==> src/rtl/shp_ram.sv <==
module shp_ram #(
    parameter int WIDTH = 8,
    parameter int DEPTH = 64
) (
    input  logic                     clk,
    input  logic                     we,
    input  logic [$clog2(DEPTH)-1:0] waddr,
    input  logic [WIDTH-1:0]         wdata,
    input  logic [$clog2(DEPTH)-1:0] raddr,
    output logic [WIDTH-1:0]         rdata
);

    logic [WIDTH-1:0] mem [DEPTH];

    always_ff @(posedge clk)
    begin
        if (we)
        begin
            mem[waddr] <= wdata;
        end
        rdata <= mem[raddr];
    end

endmodule
==> config.mk <==
export PLATFORM = sky130hd
export DESIGN_NAME = shp_ram
export DESIGN_NICKNAME = d
export VERILOG_FILES = /design/src/rtl/shp_ram.sv
export SDC_FILE = /design/constraint.sdc
export NUM_CORES = 1
export LEC_CHECK = 0
export CORE_MARGIN = 3
export CORE_UTILIZATION = 38
export DETAILED_ROUTE_END_ITERATION = 8
export DONT_BUFFER_PORTS = 1
export SKIP_LAST_GASP = 1
export SLEW_MARGIN = 0
export SYNTH_ARGS = -nofsm -noshare
export SYNTH_HDL_FRONTEND = slang
export SYNTH_SLANG_ARGS = --single-unit
==> constraint.sdc <==
create_clock -name clk -period 4.5 [get_ports clk]
set_input_delay 0.45 -clock clk [delete_from_list [all_inputs] [get_ports clk]]
set_output_delay 0.45 -clock clk [all_outputs]
set_load 0.02 [all_outputs]
==> results of run 1 <==
==> cells in the final DEF (no fill, tap or decap), types with 4 or more instances in the layout <==
master / synthesis / routed
a211oi_1: 4 / 4
edfxtp_1: 512 / 512
nand2b_1: 7 / 7
clkbuf_16: 0 / 51
nand3_1: 13 / 13
nand2_1: 19 / 19
nor2b_1: 14 / 14
nor3_1: 7 / 7
mux2_2: 13 / 13
o22ai_1: 8 / 8
mux4_2: 126 / 126
bufinv_16: 0 / 6
nor2_1: 83 / 83
dfxtp_1: 8 / 8
clkinv_1: 0 / 6
clkbuf_1: 17 / 17
mux2i_1: 23 / 23
o221ai_1: 8 / 8
a221oi_1: 6 / 6
clkinv_2: 0 / 5
buf_16: 0 / 8
==> flip-flops by register name, indices dropped and copies added (netlist names) <==
| name | flops |
|---|---|
| rdata | 8 |
| mem | 512 |
==> metrics by stage <==
stage	std cells	cell area (sq um)	hold WS [ps]	util [%]	total power, mW
after floorplan	940	20170	548.9	-	5.769
after global placement	1571	20720	565.1	39.90	5.766
after detailed placement	1571	20720	563.4	39.90	5.768
after CTS	1673	22620	18.40	43.56	10.13
after global routing	1673	22620	25.05	43.56	10.33
final	1673	22620	40.05	43.56	10.03
==> final cells by class <==
cell class / count / area (sq um) / share of cell area, %
clock buffers: 70 / 1368 / 6.046
clock inverters: 23 / 305.3 / 1.350
multi-input cells: 369 / 4315 / 19.08
flip-flops and latches: 520 / 15530 / 68.68
well taps: 680 / 850.8 / 3.761
repair buffers: 11 / 245.2 / 1.084
==> layer usage <==
layer / global-route usage, % / vias to the layer above
met5: 0 / -
met3: 2.864 / 66
li1: - / 3952
met1: 23.07 / 4996
met2: 25.28 / 340
met4: 5.168 / 0
==> worst paths after layout <==
path	to	slack, ps	start	cells after the start
worst min register to register	rdata[0]$_DFF_P_	890	mem[34][0]$_DFFE_PP_	4
worst max-delay path	rdata[6]$_DFF_P_	2290	mem[28][6]$_DFFE_PP_	5
worst max register to register	rdata[6]$_DFF_P_	2290	mem[28][6]$_DFFE_PP_	5
worst min-delay path	rdata[1]$_DFF_P_	40	raddr[5]	2
==> power by group through the flow <==
stage          logic (mW)  clock network [mW]  registers [mW]
3_3_place_gp        0.277                   0            5.49
5_1_grt             0.399                4.55            5.39
6_report            0.374                4.27            5.39
2_1_floorplan       0.286                   0            5.48
4_1_cts             0.382                4.36            5.39
3_5_place_dp        0.278                   0            5.49
==> kinds of logic after synthesis <==
kind of cell	after synthesis
multiplexers	162
AO/OA/AOI/OAI	54
AND/OR/NAND/NOR	153
buffers and inverters	51
flip-flops	520
==> worst max-delay path: cells and delay by family (launching register included) <==
kind             cells  cell delay, ps
AND/OR/NAND/NOR      1             380
flip-flops           1             360
AO/OA/AOI/OAI        2             530
multiplexers         2             770
==> results.sh, run 1 <==
export IMPL_cp_start_kind="register"
export IMPL_status="complete, no violations"
export IMPL_synth_fa_ha_area_share_pct=0
export IMPL_die_area_sq_mm=0.05587
export IMPL_endpoint_kind="register"
export IMPL_wl_met3_um=2930
export IMPL_synth_compound_area_share_pct=2.072
export IMPL_met1_length_um=19190
export IMPL_netlist_area_sq_mm=0.02017
export IMPL_die_h_um=236.4
export IMPL_grt_pass1_vias=9738
export IMPL_cts_inserted_buffers=51
export IMPL_pin_count=30
export IMPL_post_cts_resized=0
export IMPL_synth_top_area_share_pct=76.24
export IMPL_cpMaxStageDelayCell="mux4_2"
export IMPL_die_x_um=236.4
export IMPL_slew_headroom_pct=30.97
export IMPL_skew_ps=12.75
export IMPL_hold_viol=0
export IMPL_synth_area_top_cells="edfxtp_1 76%, mux4_2 14%, nor2_1 1.5%"
export IMPL_max_stage_delay_ps=490
export IMPL_p_per_area_mw_per_mm2=443.2
export IMPL_antenna_cells=0
export IMPL_intPower_mw=8.018
export IMPL_ant_nets=0
export IMPL_seqPwrFrac_pct=53.7
export IMPL_num_vias=9354
export IMPL_rows=83
export IMPL_yosys_register_bits=520
export IMPL_core_area_sq_mm=0.05192
export IMPL_clock_latency_ps=590
export IMPL_synth_xor_area_share_pct=0
export IMPL_ir_drop_v=0.0002483
export IMPL_synth_edf_count=512
export IMPL_fin_crit_sh_pct=49.06
export IMPL_start_util_pct=38.84
export IMPL_holdBufCountCts=9
export IMPL_cap_violations=0
export IMPL_worst_pin_slew_ps=1032
export IMPL_hpwl_um=25310
export IMPL_synthMuxAreaShare_pct=15.94
export IMPL_pre_cts_ws_ps=1918
export IMPL_synth_most_common_cell="edfxtp_1"
export IMPL_drv_slew=0
export IMPL_yosysWarnings=0
export IMPL_antenna_found_initial=0
export IMPL_setup_viol=0
export IMPL_synth_top_family_by_area="multiplexers"
export IMPL_yosys_area_share_simple_pct=3.388
export IMPL_cts_sinks=520
export IMPL_path_class="reg2reg"
export IMPL_wl_per_cell_um=26.73
export IMPL_area_growth_pct=12.16
export IMPL_via_per_inst=5.591
export IMPL_grt_pass1_wl_um=67080
export IMPL_top_layer="met4"
export IMPL_syn_instance_count=940
export IMPL_p_switching_mw=2.008
export IMPL_final_setup_worst_slack_ps=2292
export IMPL_yosysTopAreaCell="edfxtp_1"
export IMPL_grt_max_degree=138
export IMPL_num_fill_cells=4381
export IMPL_synthFlopType="edfxtp_1"
export IMPL_clockBufferDepth=3
export IMPL_critPathRequiredTime_ps=4920
export IMPL_drive_above_1_share_pct=22.26
export IMPL_post_cts_buffers=0
export IMPL_hold_class="in2reg"
export IMPL_clockRootBuffer="clkbuf_16"
export IMPL_routed_wl_um=44720
export IMPL_grt_overflow=0
export IMPL_ys_seq_area_share_pct=77.03
export IMPL_swShare_pct=20.03
export IMPL_crit_fanout=1
export IMPL_synth_common_cells="512 x edfxtp_1, 126 x mux4_2, 83 x nor2_1"
export IMPL_gp_congestion=0.7786
export IMPL_syn_area_per_cell_sq_um=21.45
export IMPL_cts_tree="yes"
export IMPL_drt_iter0_markers=938
export IMPL_clock_power_share_pct=42.5
export IMPL_critPathArrivalTime_ps=2630
export IMPL_post_route_drc_count=0
export IMPL_max_freq_ghz=0.4529
export IMPL_pwr_share_comb_pct=3.7
export IMPL_fin_nets=975
export IMPL_min_period_ps=2208
export IMPL_synth_nets=962
export IMPL_grt_usage_pct=16.12
export IMPL_timing_critical_path_cells="mux4_2 -> mux2_2 -> o221a_2 -> nor3_1 -> o32ai_1"
export IMPL_drtPass1Iterations=5
export IMPL_p_leak_nw=6.867
export IMPL_port_buffers=0
export IMPL_rsz0062_at_grt="false"
export IMPL_htreeDepth=2
export IMPL_setup_tns_ps=0
export IMPL_synthArstFlopShare_pct=0
export IMPL_synth_cell_type_count=40
export IMPL_route_met2_wl_um=21450
export IMPL_path_clk_slew_ps=60
Power figures use the tool's default switching activity.
==> run 2, diff against run 1 <==
==> constraint.sdc (replaced) <==
create_clock -name clk -period 1.9 [get_ports clk]
set_input_delay 0.19 -clock clk [delete_from_list [all_inputs] [get_ports clk]]
set_output_delay 0.19 -clock clk [all_outputs]
set_load 0.02 [all_outputs]
==> results.sh, run 2 (same netlist as run 1, synthesis figures left out) <==
export IMPL_status="finished with violations"
export IMPL_violations="hold timing"
export IMPL_num_vias=9719
export IMPL_fin_cells=1772
export IMPL_pin_count=30
export IMPL_setup_viol=0
export IMPL_clockBufferDepth=3
export IMPL_holdBufCountCts=20
export IMPL_fin_crit_sh_pct=98.91
export IMPL_grt_usage_pct=16.37
export IMPL_crit_fanout=19
export IMPL_ant_nets=0
export IMPL_post_route_drc_count=0
export IMPL_hpwl_um=25480
export IMPL_rows=83
export IMPL_rsz0062_at_grt="true"
export IMPL_drive_above_1_share_pct=28.57
export IMPL_reg2reg_slack_ps=60
export IMPL_post_cts_buffers=0
export IMPL_antenna_found_initial=0
export IMPL_via_per_inst=5.485
export IMPL_critPathArrivalTime_ps=2330
export IMPL_wl_per_cell_um=25.57
export IMPL_drt_iter0_markers=866
export IMPL_largest_register_ffs=512
export IMPL_endpoint_kind="register"
export IMPL_gp_congestion=0.7576
export IMPL_antenna_cells=0
export IMPL_slew_headroom_pct=28.96
export IMPL_timing_critical_path_cells="dlygate4sd3_1 -> mux4_2 -> o21ai_1 -> o41ai_1"
export IMPL_crit_buf_inv=1
export IMPL_cpMaxStageDelayCell="dlygate4sd3_1"
export IMPL_ir_drop_v=0.0007478
export IMPL_routed_wl_um=45310
export IMPL_die_x_um=236.4
export IMPL_grt_max_degree=138
export IMPL_final_cell_mix="512 x edfxtp_1, 126 x mux4_2, 92 x buf_4"
export IMPL_worst_pin_slew_ps=1062
export IMPL_start_util_pct=38.84
export IMPL_fin_nets=1075
export IMPL_core_area_sq_mm=0.05192
export IMPL_drtPass1Iterations=5
export IMPL_max_stage_delay_ps=1250
export IMPL_die_h_um=236.4
export IMPL_path_clk_slew_ps=60
export IMPL_cp_start_kind="primary input"
export IMPL_drv_slew=0
export IMPL_clockRootBuffer="clkbuf_16"
export IMPL_cap_violations=0
export IMPL_grt_pass1_wl_um=68170
export IMPL_dp_cells=1661
export IMPL_largest_register="mem"
export IMPL_whs_ps=-274.4
export IMPL_grt_pass1_vias=10110
export IMPL_cts_inserted_buffers=50
export IMPL_cts_tree="yes"
export IMPL_hold_viol=8
export IMPL_port_buffers=0
export IMPL_path_class="in2reg"
export IMPL_reg_top3="mem: 512 flops, rdata: 8 flops"
export IMPL_critical_path_top_delay_family="buffers and inverters"
export IMPL_grt_overflow=0
export IMPL_skew_ps=9.094
export IMPL_clock_latency_ps=570
export IMPL_area_growth_pct=15.97
export IMPL_die_area_sq_mm=0.05587
export IMPL_critPathRequiredTime_ps=2350
export IMPL_max_freq_ghz=0.5321
export IMPL_layout_commonest_cell="edfxtp_1"
export IMPL_min_period_ps=1879
export IMPL_hold_class="in2reg"
export IMPL_htreeDepth=2
export IMPL_p_leak_nw=7.398
export IMPL_p_per_area_mw_per_mm2=1010
export IMPL_cts_sinks=520
## run 2: what timing repair did
action	CTS	global route
pin swaps	0	1
setup endpoints to repair	3	6
resized for setup	3	2
endpoints found under the hold margin	536	7
## run 2: worst paths after layout
check / startpoint / to / depth (start not counted)
hold / removal: raddr[5] / rdata[5]$_DFF_P_ / 1
setup reg to reg: mem[51][7]$_DFFE_PP_ / rdata[7]$_DFF_P_ / 4
hold reg to reg: mem[31][4]$_DFFE_PP_ / rdata[4]$_DFF_P_ / 3
setup / recovery: raddr[4] / rdata[3]$_DFF_P_ / 4
## run 2: final cells by class
class                   instances  area [sq um]
clock inverters                24         239.0
clock buffers                  67          1399
well taps                     680         850.8
multi-input cells             369          4333
fillers                      4359         28540
flip-flops and latches        520         15530
repair buffers                112          1031
## run 2: metal layers
| metal | wire length, um | vias up | GRT usage (%) | share of wire, % |
|---|---|---|---|---|
| met5 | 0 | - | 0 | 0 |
| met4 | 1099 | 0 | 4.801 | 2.4 |
| met3 | 2574 | 69 | 2.631 | 5.7 |
| met2 | 22400 | 294 | 26.50 | 49 |
| met1 | 19230 | 5195 | 23.08 | 42 |
| li1 | - | 4161 | - | - |
## run 2: stage by stage
stage	setup slack, ps	utilization, %	instance area (sq um)	power (mW)	TNS [ps]
2_1_floorplan	42.28	-	20170	13.66	0
3_3_place_gp	-81.03	41.20	21390	13.69	-105.5
3_5_place_dp	-80.34	41.20	21390	13.69	-163.2
4_1_cts	-10.22	45.02	23380	23.83	-10.22
5_1_grt	-31.82	45.04	23390	24.35	-75.40
6_report	20.64	45.04	23390	23.61	0
## run 2: power by group
part / switching, mW / internal (mW)
logic: 0.476 / 0.466
registers: 0.0728 / 12.7
clock network: 4.08 / 5.83
==> run 3, diff against run 2 <==
--- a/config.mk
+++ b/config.mk
@@ -5,6 +5,7 @@
 export SDC_FILE = /design/constraint.sdc
 export NUM_CORES = 1
 export LEC_CHECK = 0
+export ABC_AREA = 1
 export CORE_MARGIN = 3
 export CORE_UTILIZATION = 38
 export DETAILED_ROUTE_END_ITERATION = 8
==> results.sh, run 3 <==
export IMPL_seqPwrFrac_pct=53.5
export IMPL_die_x_um=243.0
export IMPL_post_route_drc_count=0
export IMPL_min_period_ps=1774
export IMPL_antenna_found_initial=2
export IMPL_grt_max_degree=258
export IMPL_setup_viol=0
export IMPL_intPower_mw=18.69
export IMPL_synthMuxAreaShare_pct=0
export IMPL_syn_instance_count=1805
export IMPL_r2r_start="mem[49][6]$_DFFE_PP_"
export IMPL_cts_tree="yes"
export IMPL_path_clk_slew_ps=60
export IMPL_clock_power_share_pct=41.0
export IMPL_fin_cells=2650
export IMPL_rsz0062_at_grt="false"
export IMPL_synth_edf_count=512
export IMPL_total_power_mw=23.86
export IMPL_synth_nets=1827
export IMPL_dp_cells=2532
export IMPL_num_vias=13960
export IMPL_max_freq_ghz=0.5636
export IMPL_drive_above_1_share_pct=9.100
export IMPL_synth_fa_ha_area_share_pct=0
export IMPL_htreeDepth=2
export IMPL_post_route_util_pct=43.86
export IMPL_core_area_sq_mm=0.05531
export IMPL_fin_crit_sh_pct=93.39
export IMPL_yosys_area_share_simple_pct=23.18
export IMPL_setup_tns_ps=0
export IMPL_via_per_inst=5.266
export IMPL_gp_congestion=0.8189
export IMPL_drt_iter0_markers=1564
export IMPL_largest_register_ffs=512
export IMPL_synth_top_family_by_area="simple AND/OR/NAND/NOR gates"
export IMPL_syn_area_per_cell_sq_um=11.82
export IMPL_post_cts_resized=0
export IMPL_hold_class="in2reg"
export IMPL_ant_nets=0
export IMPL_path_class="reg2reg"
export IMPL_yosysTopAreaCell="edfxtp_1"
export IMPL_start_util_pct=38.58
export IMPL_final_setup_worst_slack_ps=125.6
export IMPL_yosysWarnings=0
export IMPL_crit_fanout=1
export IMPL_swShare_pct=21.66
export IMPL_synthArstFlopShare_pct=0
export IMPL_clockRootBuffer="clkbuf_16"
export IMPL_cap_violations=0
export IMPL_cp_start_kind="register"
export IMPL_cts_sinks=520
export IMPL_dpl_instance_area_sq_mm=0.02226
export IMPL_rows=86
export IMPL_final_cell_mix="648 x nand2_1, 512 x edfxtp_1, 439 x nand3_1"
export IMPL_synth_top_area_share_pct=72.05
export IMPL_grt_usage_pct=18.43
export IMPL_routed_wl_um=54990
export IMPL_clockBufferDepth=3
export IMPL_grt_pass1_vias=13740
export IMPL_layout_commonest_cell="nand2_1"
export IMPL_p_leak_nw=8.724
export IMPL_synth_most_common_cell="nand2_1"
export IMPL_synth_area_top_cells="edfxtp_1 72%, nand2_1 11%, nand3_1 10%"
export IMPL_synthFlopType="edfxtp_1"
export IMPL_area_growth_pct=13.67
export IMPL_clock_latency_ps=590
export IMPL_slew_headroom_pct=26.51
export IMPL_die_area_sq_mm=0.05903
export IMPL_p_switching_mw=5.168
export IMPL_endpoint_kind="register"
export IMPL_startpoint="mem[49][6]$_DFFE_PP_"
export IMPL_critPathRequiredTime_ps=2380
export IMPL_whs_ps=22.88
export IMPL_wl_per_cell_um=20.75
export IMPL_hp_start="wdata[7]"
export IMPL_yosys_register_bits=520
export IMPL_drtPass1Iterations=5
export IMPL_grt_overflow=0
export IMPL_synth_xor_area_share_pct=0
export IMPL_synth_compound_area_share_pct=0
export IMPL_port_buffers=0
export IMPL_drv_slew=0
export IMPL_worst_pin_slew_ps=1099
export IMPL_largest_register="mem"
export IMPL_die_h_um=243.0
export IMPL_hold_viol=0
export IMPL_ys_seq_area_share_pct=72.80
export IMPL_fin_nets=1884
export IMPL_cts_inserted_buffers=52
export IMPL_synth_common_cells="648 x nand2_1, 512 x edfxtp_1, 439 x nand3_1"
export IMPL_skew_ps=9.590
export IMPL_synth_cell_type_count=16
export IMPL_reg_top3="mem: 512 flops, rdata: 8 flops"
export IMPL_critPathArrivalTime_ps=2250
export IMPL_num_fill_cells=5163
export IMPL_grt_pass1_wl_um=83640
export IMPL_pin_count=30
export IMPL_hpwl_um=29910
export IMPL_pwr_share_comb_pct=5.5
export IMPL_status="complete, no violations"
export IMPL_netlist_area_sq_mm=0.02134
export IMPL_p_per_area_mw_per_mm2=983.7
export IMPL_ir_drop_v=0.0007599
export IMPL_final_area_sq_mm=0.02426
export IMPL_pre_cts_ws_ps=86.14
-- run 3: changes by cell type after synthesis, moves of 26 or more --
cell     change
nand2_1    +629
nand3_1    +426
mux4_2     -126
buf_6       +31
nor2_1      -27
buf_2       +26
-- run 3: cells by family after synthesis --
| group | count (synthesis) |
|---|---|
| simple gates | 1160 |
| flops | 520 |
| buf+inv | 125 |
-- run 3: metal layers --
metal,up-vias,GRT usage (%),part of all wire [%]
met5,-,0,0
met2,569,28.19,44
met1,6828,26.43,44
met4,0,5.395,2.6
li1,6456,-,-
met3,102,4.143,9.2
-- run 3: timing repair --
| item | in CTS | in global routing |
|---|---|---|
| hold endpoints to repair | 576 | 0 |
| setup buffers | 0 | 0 |
| hold buffers | 24 | 0 |
| setup endpoints to repair | 0 | 0 |
-- run 3: worst paths after layout --
check | endpoint | slack [ps] | depth (start not counted)
worst max-delay path | rdata[6]$_DFF_P_ | 130 | 9
worst min-delay path | mem[54][7]$_DFFE_PP_ | 20 | 1
worst max register to register | rdata[6]$_DFF_P_ | 130 | 9
worst min register to register | rdata[3]$_DFF_P_ | 840 | 8
-- run 3: area by class of cell --
cell class	instances	area (sq um)	share of cell area, %
Sequential cell	520	15530	64.04
Multi-Input combinational cell	1160	4946	20.39
Clock buffer	71	1454	5.994
Timing Repair Buffer	116	1171	4.828
Tap cell	748	935.9	3.858
Clock inverter	22	160.2	0.6602
Inverter	12	52.55	0.2166
Antenna cell	1	2.502	0.01032
-- run 3: power by group through the flow --
stage	registers, mW	clock network, mW	logic (mW)
finish	12.8	9.78	1.31
global route	12.8	10.4	1.45
CTS	12.8	9.95	1.32
detailed placement	13.0	0	1.00
global placement	13.0	0	0.992
floorplan	13.0	0	0.892
-- run 3: critical path, stage by stage (launching register included) --
cell	delay, ps
edfxtp_1	370
nand2_1	70
nand3_1	80
nand3_1	100
nand2_1	90
nand2_1	130
nand3_1	90
dlygate4sd3_1	590
nand3_1	80
nand2_1	50
